`src/ksta_pkg.sv`:
```
// Shared types and constants of the keyed slot table with aging.
// Holds grid geometry, request and status codes, and the slot entry format.
// No dependencies.
`default_nettype none

package ksta_pkg;

  localparam int ROWS   = 3;
  localparam int COLS   = 3;
  localparam int NSLOTS = ROWS * COLS;

  localparam int IW  = (NSLOTS > 1) ? $clog2(NSLOTS) : 1;   // slot index
  localparam int RW  = (ROWS > 1) ? $clog2(ROWS) : 1;       // row counter
  localparam int CLW = (COLS > 1) ? $clog2(COLS) : 1;       // column counter
  localparam int CW  = $clog2(NSLOTS + 1);                  // fill count

  typedef enum logic [1:0] {
    KIND_PUT   = 2'd0,
    KIND_TAKE  = 2'd1,
    KIND_QUERY = 2'd2,
    KIND_SCAN  = 2'd3
  } kind_e;

  typedef enum logic [2:0] {
    ST_OK        = 3'd0,
    ST_BAD_KEY   = 3'd1,
    ST_BAD_LIFE  = 3'd2,
    ST_DUP       = 3'd3,
    ST_FULL      = 3'd4,
    ST_NOT_FOUND = 3'd5,
    ST_NONE_EXP  = 3'd6
  } status_e;

  typedef struct packed {
    kind_e       kind;
    logic [15:0] key;
    logic [15:0] lifetime;
    logic [11:0] now;
  } req_t;

  typedef struct packed {
    logic [15:0] key;
    logic [11:0] entry_time;
    logic [15:0] lifetime;
  } entry_t;

  localparam int EW = $bits(entry_t);

  typedef struct packed {
    status_e            status;
    logic [4:0]         slot_row;
    logic [4:0]         slot_col;
    logic [15:0]        found_key;
    logic signed [17:0] remaining;
  } res_t;

endpackage

`default_nettype wire

```
`src/keyed_slot_table_with_aging.sv`:
```
// Top level of the keyed slot table with aging: stream ports and result register.
// Depends on ksta_pkg and ksta_engine.
// Flow: a rejected request (bad key or lifetime) skips the memory walk; a
// searched request walks the slot memory with one read per cycle until a hit
// or the last slot. The result is held in the engine's result register and
// then in the output register.
// One request at a time: the next is taken once the result has moved into the
// output register. Reset clears the used marks and count at once.
`default_nettype none

module keyed_slot_table_with_aging (
  input  wire logic        clk_i,
  input  wire logic        rst_ni,
  input  wire logic        s_axis_tvalid_i,
  output logic             s_axis_tready_o,
  input  wire logic [47:0] s_axis_tdata_i,  // key[15:0], lifetime[31:16], now[43:32], zero
  input  wire logic [1:0]  s_axis_tuser_i,  // kind[1:0]
  output logic             m_axis_tvalid_o,
  input  wire logic        m_axis_tready_i,
  output logic [47:0]      m_axis_tdata_o,  // slot_row[4:0], slot_col[9:5],
                                            // found_key[25:10], remaining[43:26], zero
  output logic [2:0]       m_axis_tuser_o   // status[2:0]
);
  import ksta_pkg::*;

  req_t req;
  res_t res;
  logic res_valid, res_ready;

  logic tvalid_q;
  res_t out_q;

  // Unpack one request transaction.
  assign req.kind     = kind_e'(s_axis_tuser_i);
  assign req.key      = s_axis_tdata_i[15:0];
  assign req.lifetime = s_axis_tdata_i[31:16];
  assign req.now      = s_axis_tdata_i[43:32];

  ksta_engine u_engine (
    .clk_i       (clk_i),
    .rst_ni      (rst_ni),
    .req_valid_i (s_axis_tvalid_i),
    .req_ready_o (s_axis_tready_o),
    .req_i       (req),
    .res_valid_o (res_valid),
    .res_ready_i (res_ready),
    .res_o       (res)
  );

  // Output register: load a result when empty or being drained this cycle.
  assign res_ready = !tvalid_q || m_axis_tready_i;

  always_ff @(posedge clk_i or negedge rst_ni) begin
    if (!rst_ni) begin
      tvalid_q <= 1'b0;
    end else if (res_ready) begin
      tvalid_q <= res_valid;
    end
  end

  // Hold the payload while the transaction waits.
  always_ff @(posedge clk_i) begin
    if (res_ready && res_valid) begin
      out_q <= res;
    end
  end

  assign m_axis_tvalid_o = tvalid_q;
  assign m_axis_tuser_o  = out_q.status;
  assign m_axis_tdata_o  = {4'b0000, out_q.remaining, out_q.found_key,
                            out_q.slot_col, out_q.slot_row};

endmodule

`default_nettype wire

```
`src/ksta_ram.sv`:
```
// Generic single-port-write, single-port-read synchronous RAM.
// Read data is registered. No package dependency.
`default_nettype none

module ksta_ram #(
  parameter int Width = 8,
  parameter int Depth = 4,
  parameter int AddrW = (Depth > 1) ? $clog2(Depth) : 1
) (
  input  wire logic             clk_i,
  input  wire logic             we_i,
  input  wire logic [AddrW-1:0] waddr_i,
  input  wire logic [Width-1:0] wdata_i,
  input  wire logic             re_i,
  input  wire logic [AddrW-1:0] raddr_i,
  output logic      [Width-1:0] rdata_o
);

  logic [Width-1:0] mem [Depth];

  always_ff @(posedge clk_i) begin
    if (we_i) begin
      mem[waddr_i] <= wdata_i;
    end
  end

  always_ff @(posedge clk_i) begin
    if (re_i) begin
      rdata_o <= mem[raddr_i];
    end
  end

endmodule

`default_nettype wire

```
`src/ksta_engine.sv`:
```
// Request sequencer: walks the slot memory, decides each request, writes back.
// Holds used marks and fill count in flops. Depends on ksta_pkg, ksta_ram.
`default_nettype none

module ksta_engine (
  input  wire logic           clk_i,
  input  wire logic           rst_ni,
  input  wire logic           req_valid_i,
  output logic                req_ready_o,
  input  wire ksta_pkg::req_t req_i,
  output logic                res_valid_o,
  input  wire logic           res_ready_i,
  output ksta_pkg::res_t      res_o
);
  import ksta_pkg::*;

  typedef enum logic [1:0] {
    S_IDLE,
    S_SCAN,
    S_DONE
  } state_e;

  state_e          state_q, state_d;
  req_t            req_q, req_d;
  res_t            res_q, res_d;
  logic [NSLOTS-1:0] used_q, used_d;
  logic [CW-1:0]   count_q, count_d;

  logic [IW-1:0]   idx_q, idx_d;
  logic [RW-1:0]   row_q, row_d;
  logic [CLW-1:0]  col_q, col_d;
  logic            issuing_q, issuing_d;

  logic            chk_vld_q, chk_vld_d;
  logic            chk_last_q, chk_last_d;
  logic [IW-1:0]   chk_idx_q, chk_idx_d;
  logic [RW-1:0]   chk_row_q, chk_row_d;
  logic [CLW-1:0]  chk_col_q, chk_col_d;

  logic            ram_we, ram_re;
  logic [IW-1:0]   ram_waddr;
  entry_t          ram_wdata;
  logic [EW-1:0]   ram_rdata;
  entry_t          rd;

  logic            last_slot;
  logic            chk_used, key_match, expired, hit;
  logic [16:0]     deadline;
  logic            free_found;
  logic [IW-1:0]   free_idx;
  logic [RW-1:0]   free_row;
  logic [CLW-1:0]  free_col;

  ksta_ram #(
    .Width (EW),
    .Depth (NSLOTS),
    .AddrW (IW)
  ) u_ram (
    .clk_i   (clk_i),
    .we_i    (ram_we),
    .waddr_i (ram_waddr),
    .wdata_i (ram_wdata),
    .re_i    (ram_re),
    .raddr_i (idx_q),
    .rdata_o (ram_rdata)
  );

  assign rd = entry_t'(ram_rdata);

  // Compare stage: entry read last cycle against the held request.
  assign chk_used  = used_q[chk_idx_q];
  assign key_match = chk_used && (rd.key == req_q.key);
  assign deadline  = 17'(rd.lifetime) + 17'(rd.entry_time);
  assign expired   = chk_used && (17'(req_q.now) > deadline);
  assign hit       = chk_vld_q && ((req_q.kind == KIND_SCAN) ? expired : key_match);
  assign last_slot = (idx_q == IW'(NSLOTS - 1));

  // First free slot, row-major.
  always_comb begin
    free_found = 1'b0;
    free_idx   = '0;
    free_row   = '0;
    free_col   = '0;
    for (int r = 0; r < ROWS; r++) begin
      for (int c = 0; c < COLS; c++) begin
        if (!used_q[r*COLS + c] && !free_found) begin
          free_found = 1'b1;
          free_idx   = IW'(r*COLS + c);
          free_row   = RW'(r);
          free_col   = CLW'(c);
        end
      end
    end
  end

  always_comb begin
    state_d    = state_q;
    req_d      = req_q;
    res_d      = res_q;
    used_d     = used_q;
    count_d    = count_q;
    idx_d      = idx_q;
    row_d      = row_q;
    col_d      = col_q;
    issuing_d  = issuing_q;
    chk_vld_d  = 1'b0;
    chk_last_d = 1'b0;
    chk_idx_d  = idx_q;
    chk_row_d  = row_q;
    chk_col_d  = col_q;
    ram_re     = 1'b0;
    ram_we     = 1'b0;
    ram_waddr  = free_idx;
    ram_wdata  = '{key: req_q.key, entry_time: req_q.now, lifetime: req_q.lifetime};

    unique case (state_q)
      S_IDLE: begin
        if (req_valid_i) begin
          req_d  = req_i;
          res_d  = '0;
          idx_d  = '0;
          row_d  = '0;
          col_d  = '0;
          if (req_i.kind != KIND_SCAN && req_i.key == 16'd0) begin
            res_d.status = ST_BAD_KEY;
            state_d      = S_DONE;
          end else if (req_i.kind == KIND_PUT && req_i.lifetime == 16'd0) begin
            res_d.status = ST_BAD_LIFE;
            state_d      = S_DONE;
          end else begin
            issuing_d = 1'b1;
            state_d   = S_SCAN;
          end
        end
      end

      S_SCAN: begin
        // Issue one read per cycle; advance row and column with the index.
        ram_re     = issuing_q;
        chk_vld_d  = issuing_q;
        chk_last_d = issuing_q && last_slot;
        if (issuing_q) begin
          if (last_slot) begin
            issuing_d = 1'b0;
          end else begin
            idx_d = idx_q + IW'(1);
            if (col_q == CLW'(COLS - 1)) begin
              col_d = '0;
              row_d = row_q + RW'(1);
            end else begin
              col_d = col_q + CLW'(1);
            end
          end
        end

        if (hit) begin
          issuing_d = 1'b0;
          chk_vld_d = 1'b0;
          state_d   = S_DONE;
          res_d     = '0;
          if (req_q.kind == KIND_PUT) begin
            res_d.status = ST_DUP;
          end else begin
            res_d.status   = ST_OK;
            res_d.slot_row = 5'(chk_row_q) + 5'd1;
            res_d.slot_col = 5'(chk_col_q) + 5'd1;
            case (req_q.kind)
              KIND_TAKE: begin
                used_d[chk_idx_q] = 1'b0;
                if (count_q != '0) begin
                  count_d = count_q - CW'(1);
                end
              end
              KIND_QUERY: begin
                res_d.remaining = signed'(18'(deadline) - 18'(req_q.now));
              end
              default: begin
                res_d.found_key = rd.key;
              end
            endcase
          end
        end else if (chk_vld_q && chk_last_q) begin
          state_d = S_DONE;
          res_d   = '0;
          case (req_q.kind)
            KIND_PUT: begin
              if (free_found && (count_q < CW'(NSLOTS))) begin
                ram_we            = 1'b1;
                used_d[free_idx]  = 1'b1;
                count_d           = count_q + CW'(1);
                res_d.status      = ST_OK;
                res_d.slot_row    = 5'(free_row) + 5'd1;
                res_d.slot_col    = 5'(free_col) + 5'd1;
              end else begin
                res_d.status = ST_FULL;
              end
            end
            KIND_SCAN: res_d.status = ST_NONE_EXP;
            default:   res_d.status = ST_NOT_FOUND;
          endcase
        end
      end

      S_DONE: begin
        if (res_ready_i) begin
          state_d = S_IDLE;
        end
      end

      default: state_d = S_IDLE;
    endcase
  end

  always_ff @(posedge clk_i or negedge rst_ni) begin
    if (!rst_ni) begin
      state_q    <= S_IDLE;
      used_q     <= '0;
      count_q    <= '0;
      issuing_q  <= 1'b0;
      chk_vld_q  <= 1'b0;
      chk_last_q <= 1'b0;
    end else begin
      state_q    <= state_d;
      used_q     <= used_d;
      count_q    <= count_d;
      issuing_q  <= issuing_d;
      chk_vld_q  <= chk_vld_d;
      chk_last_q <= chk_last_d;
    end
  end

  always_ff @(posedge clk_i) begin
    req_q     <= req_d;
    res_q     <= res_d;
    idx_q     <= idx_d;
    row_q     <= row_d;
    col_q     <= col_d;
    chk_idx_q <= chk_idx_d;
    chk_row_q <= chk_row_d;
    chk_col_q <= chk_col_d;
  end

  assign req_ready_o = (state_q == S_IDLE);
  assign res_valid_o = (state_q == S_DONE);
  assign res_o       = res_q;

  a_count_matches_marks : assert property (@(posedge clk_i) disable iff (!rst_ni)
    $countones(used_q) == 32'(count_q))
    else $error("fill count differs from number of used marks");

  a_write_to_free_slot : assert property (@(posedge clk_i) disable iff (!rst_ni)
    ram_we |-> !used_q[ram_waddr])
    else $error("slot write targets a used slot");

  a_no_read_outside_scan : assert property (@(posedge clk_i) disable iff (!rst_ni)
    ram_re |-> (state_q == S_SCAN))
    else $error("memory read issued outside a scan");

  a_ok_has_slot : assert property (@(posedge clk_i) disable iff (!rst_ni)
    (res_valid_o && res_o.status == ST_OK) |-> (res_o.slot_row != 5'd0))
    else $error("successful result without a slot");

endmodule

`default_nettype wire
```
`config.mk`:
```
export PLATFORM = sky130hd
export DESIGN_NAME = keyed_slot_table_with_aging
export DESIGN_NICKNAME = d
export VERILOG_FILES = /design/src/ksta_pkg.sv /design/src/keyed_slot_table_with_aging.sv /design/src/ksta_ram.sv /design/src/ksta_engine.sv
export SDC_FILE = /design/constraint.sdc
export NUM_CORES = 1
export LEC_CHECK = 0
export BUFFER_PORTS_ARGS = -buffer_cell sky130_fd_sc_hd__buf_2
export CORE_ASPECT_RATIO = 0.5
export CORE_MARGIN = 2
export CORE_UTILIZATION = 30
export DETAILED_ROUTE_END_ITERATION = 8
export PLACE_DENSITY = 0.44
export SYNTH_ARGS = -nofsm -noshare
export SYNTH_HDL_FRONTEND = slang
export SYNTH_SLANG_ARGS = --single-unit
```
`constraint.sdc`:
```
create_clock -name clk_i -period 8.8 [get_ports clk_i]
set_input_delay 1.32 -clock clk_i [delete_from_list [all_inputs] [get_ports clk_i]]
set_output_delay 1.32 -clock clk_i [all_outputs]
set_load 0.03 [all_outputs]
```
==> metrics.md <==
| Metric | Value |
|---|---|
| Number of global-route vias before repair | 12800 |
| Congestion Overflow GR | 0 |
| DRC Markers | 0 |
| Largest family of logic cells by synthesized area | multiplexers |
| Peak VDD IR | 0.273 mV |
| Worst path required time | 9080 ps |
| Max Slew Vio Count | 0 |
| Critical-path cell list | ha_1, inv_1, fa_1, nand2b_1, a21oi_2, o21a_1, o21ai_0, nand2b_1, and2_1, o21ai_0, nand2b_1, xor2_1, ha_1, nand2_1, o21ai_0, inv_1, o41ai_1, buf_4, nor2_1, a21oi_4, inv_4, a21oi_1, a211oi_4, buf_4 |
| CP Launch Type | register |
| Max Fclk | 168 MHz |
| Dpl ws | 2810 ps |
| Cell taking the most area after synthesis | edfxtp_1 |
| YS warnings | 0 |
| Util after Layout | 0.351 |
| H-tree levels | 2 |
| Chip width | 406 µm |
| Starting DRT DRC Count | 947 |
| Post-synthesis mux area share | 0.103 |
| Max FO, Critical Path | 24 |
| WL/cell | 21.9 µm |
| Filler Cell Count | 7521 |
| Crit-path leading delay family | compound AO/OA/AOI/OAI gates |
| Cell row count | 73 |
| Final setup fails | 0 |
| Ports | 107 |
| CTS Buffer Depth | 3 |
| Slowest stage delay, CP | 920 ps |
| Critical path type | reg2reg |
| Die Span Y | 205 µm |
| Post-synth EDFFs | 580 |
| Detailed Routing Iterations Pass 1 | 6 |
| Layout overhead on the synthesized area | 15.6% |
| Clk_skew | 20.1 ps |
| Complex-gate fraction of the synthesized area | 0.0478 |
| HP Class | reg2reg |
| Initial antenna violation count | 0 |
| Largest net degree at the start of global routing | 94 |
| Half-perimeter wire length after placement | 32.3 mm |
| Register area share after synthesis | 0.746 |
| Share of layout cells above drive strength 1 | 0.217 |
| Vias per inst | 4.69 |
| Final #Nets | 1565 |
| CTS Root Cell | clkbuf_16 |
| Number of synthesized register bits | 607 |
| Max Cap Violations | 0 |
| Static Leakage | 9.30 nW |
| PwrDens | 338 nW/µm² |
| Rel. slew slack | 0.251 |
| Prevailing post-synth register cell | edfxtp_1 |
| Unrepaired setup endpoints after global routing | false |
| Die area | 83100 µm² |
| CTS resizes | 0 |
| Crit share post-route | 0.677 |
| Top cells by area in the synthesized netlist | edfxtp_1 72%, mux4_2 8.3%, dfrtp_1 2.0% |
| Measured slew at the worst slew-check pin | 1120 ps |
| Post-CTS Hold Buffers | 0 |
| Share of the synthesized area in the top cell type | 0.720 |
| I/O Buffers | 94 |
| Post-CTS Setup Inserts | 0 |
| Final Hold Viols | 0 |
| Starting density of the core | 0.304 |
| CP endpoint kind | register |
| Number of distinct library cells after synthesis | 69 |
| Max stage delay cell, worst path | a211oi_4 |
| Clk slew on worst S/H paths | 60 ps |
| CTS Buf Count | 58 |
| CTS tree | done |
| Simple-gate area share of the yosys netlist | 0.0509 |
| Post-Synth XOR/XNOR Area | 0.0156 |
| Final Hold Slack | 381 ps |
| Gr usage total | 0.137 |
| Post-Syn Instances | 1337 |
| ANT nets after route | 0 |
| Syn Area/Cell | 18.1 µm² |
| Core Area | 79600 µm² |
| Period minus WS final | 5950 ps |
| Final GP Congestion | 0.834 |
| Synth async-reset ratio | 0.0313 |
| Setup TNS Final | 0 ps |
| Setup ws final | 2850 ps |
| DR vias | 12200 |
| First-pass GRT wire length | 83.6 mm |
| Clk_lat worst skew | 630 ps |
| Final WL | 57.1 mm |
| Crit path DAT | 6230 ps |
| Outcome | finished clean |
| Clk sink count | 607 |
| Bufs and invs on worst path | 5 |
| Post-Syn Area | 24200 µm² |
| Adder-cell area share of the yosys netlist | 0.0216 |
## flip-flops by register name (all words and copies together) (netlist names)
name	cells
u_engine.chk_col_q	2
u_engine.ram_wdata	44
u_engine.req_q	2
u_engine.chk_row_d	2
u_engine.chk_vld_q	1
u_engine.chk_idx_q	4
u_engine.u_ram.rdata_o	44
u_engine.used_q	9
m_axis_tvalid_o	1
u_engine.chk_last_q	1
u_engine.chk_row_q	2
u_engine.res_o	43
u_engine.chk_col_d	2
u_engine.chk_idx_d	4
u_engine.u_ram.mem	396
m_axis_tdata_o	40
m_axis_tuser_o	3
u_engine.state_q	2
u_engine.issuing_q	1
u_engine.count_q	4
## cells by family after synthesis
kind of cell | Yosys count
other cells | 1
flops | 607
mux | 137
simple gates | 247
xor+xnor | 43
buf+inv | 88
fa+ha+maj | 40
compound gates | 174
## cell usage after synthesis (5+ instances only)
library cell  instances
xnor2_1              35
edfxtp_1            580
o21a_1                8
mux2i_1              44
nor3_1               18
nor4_1               10
o21ai_0              55
a21oi_1              32
buf_1                12
inv_1                36
nand2_1              70
nor2_1               59
mux4_2               89
clkbuf_1             28
o31ai_1               5
xor2_1                8
dfrtp_1              19
buf_4                 8
dfxtp_1               8
nand2b_1             10
ha_1                 37
nand4_1               8
a21o_1                8
and3_1                7
o22ai_1               5
nor2b_1               8
a211oi_1              9
o211ai_1             10
nand3_1              16
and2_1               23
a31oi_1               9
## power by group
| group | total [mW] | switching, mW | internal [mW] | leakage (nW) |
|---|---|---|---|---|
| registers | 3.86 | 0.218 | 3.65 | 5.62 |
| logic | 3.12 | 1.86 | 1.27 | 2.76 |
| clock network | 2.48 | 1.09 | 1.39 | 0.919 |
| total | 9.47 | 3.17 | 6.30 | 9.30 |
## stage by stage
stage / total power, mW / instance area [µm²] / instances
finish: 9.47 / 28000 / 2607
global placement: 7.04 / 26100 / 2498
global route: 10.0 / 28000 / 2606
detailed placement: 7.10 / 26100 / 2498
floorplan: 6.16 / 24200 / 1344
CTS: 9.62 / 28000 / 2606
## per-layer routing
metal,track usage,share of wire,vias to the layer above
li1,-,-,5575
met1,0.183,0.44,6328
met2,0.232,0.49,248
met3,0.0241,0.050,84
met4,0.0374,0.020,0
met5,0,0,-
## cell type report
class	count	area (µm²)	area share
timing repair buffer	118	663	0.0237
clock buffer	68	1530	0.0547
clock inverter	40	353	0.0126
sequential	607	18100	0.645
inverter	37	141	0.00505
multi-input combinational	649	5880	0.210
antenna	1	2.50	0.0000894
tap	1087	1360	0.0486
## placed cells by master (no fill, tap or decap), types with 12 or more instances in the layout
cell type and instances:
xnor2_1 35, a21oi_1 32, ha_1 37, nor2_1 57
nand3_1 16, dfrtp_1 19, mux2i_1 44, buf_2 94
mux4_2 89, nor3_1 12, edfxtp_1 580, clkinv_1 13
nand2_1 70, o21ai_0 55, buf_4 23, clkinv_2 13
inv_1 34, clkbuf_16 59, and2_1 23
## path summary, 6_finish.rpt
path,slack (ps),end,depth (start not counted),startpoint
hold reg to reg,380,u_engine.chk_col_q[1],0,u_engine.chk_col_d[1]
setup reg to reg,2850,u_engine.res_o[25],24,u_engine.u_ram.rdata_o[0]
hold / removal,380,u_engine.chk_col_q[1],0,u_engine.chk_col_d[1]
max in group asynchronous,7800,u_engine.used_q[4],1,rst_ni
setup / recovery,2850,u_engine.res_o[25],24,u_engine.u_ram.rdata_o[0]
min in group asynchronous,660,u_engine.state_q[1],1,rst_ni
(Power assumes the default switching activity.)
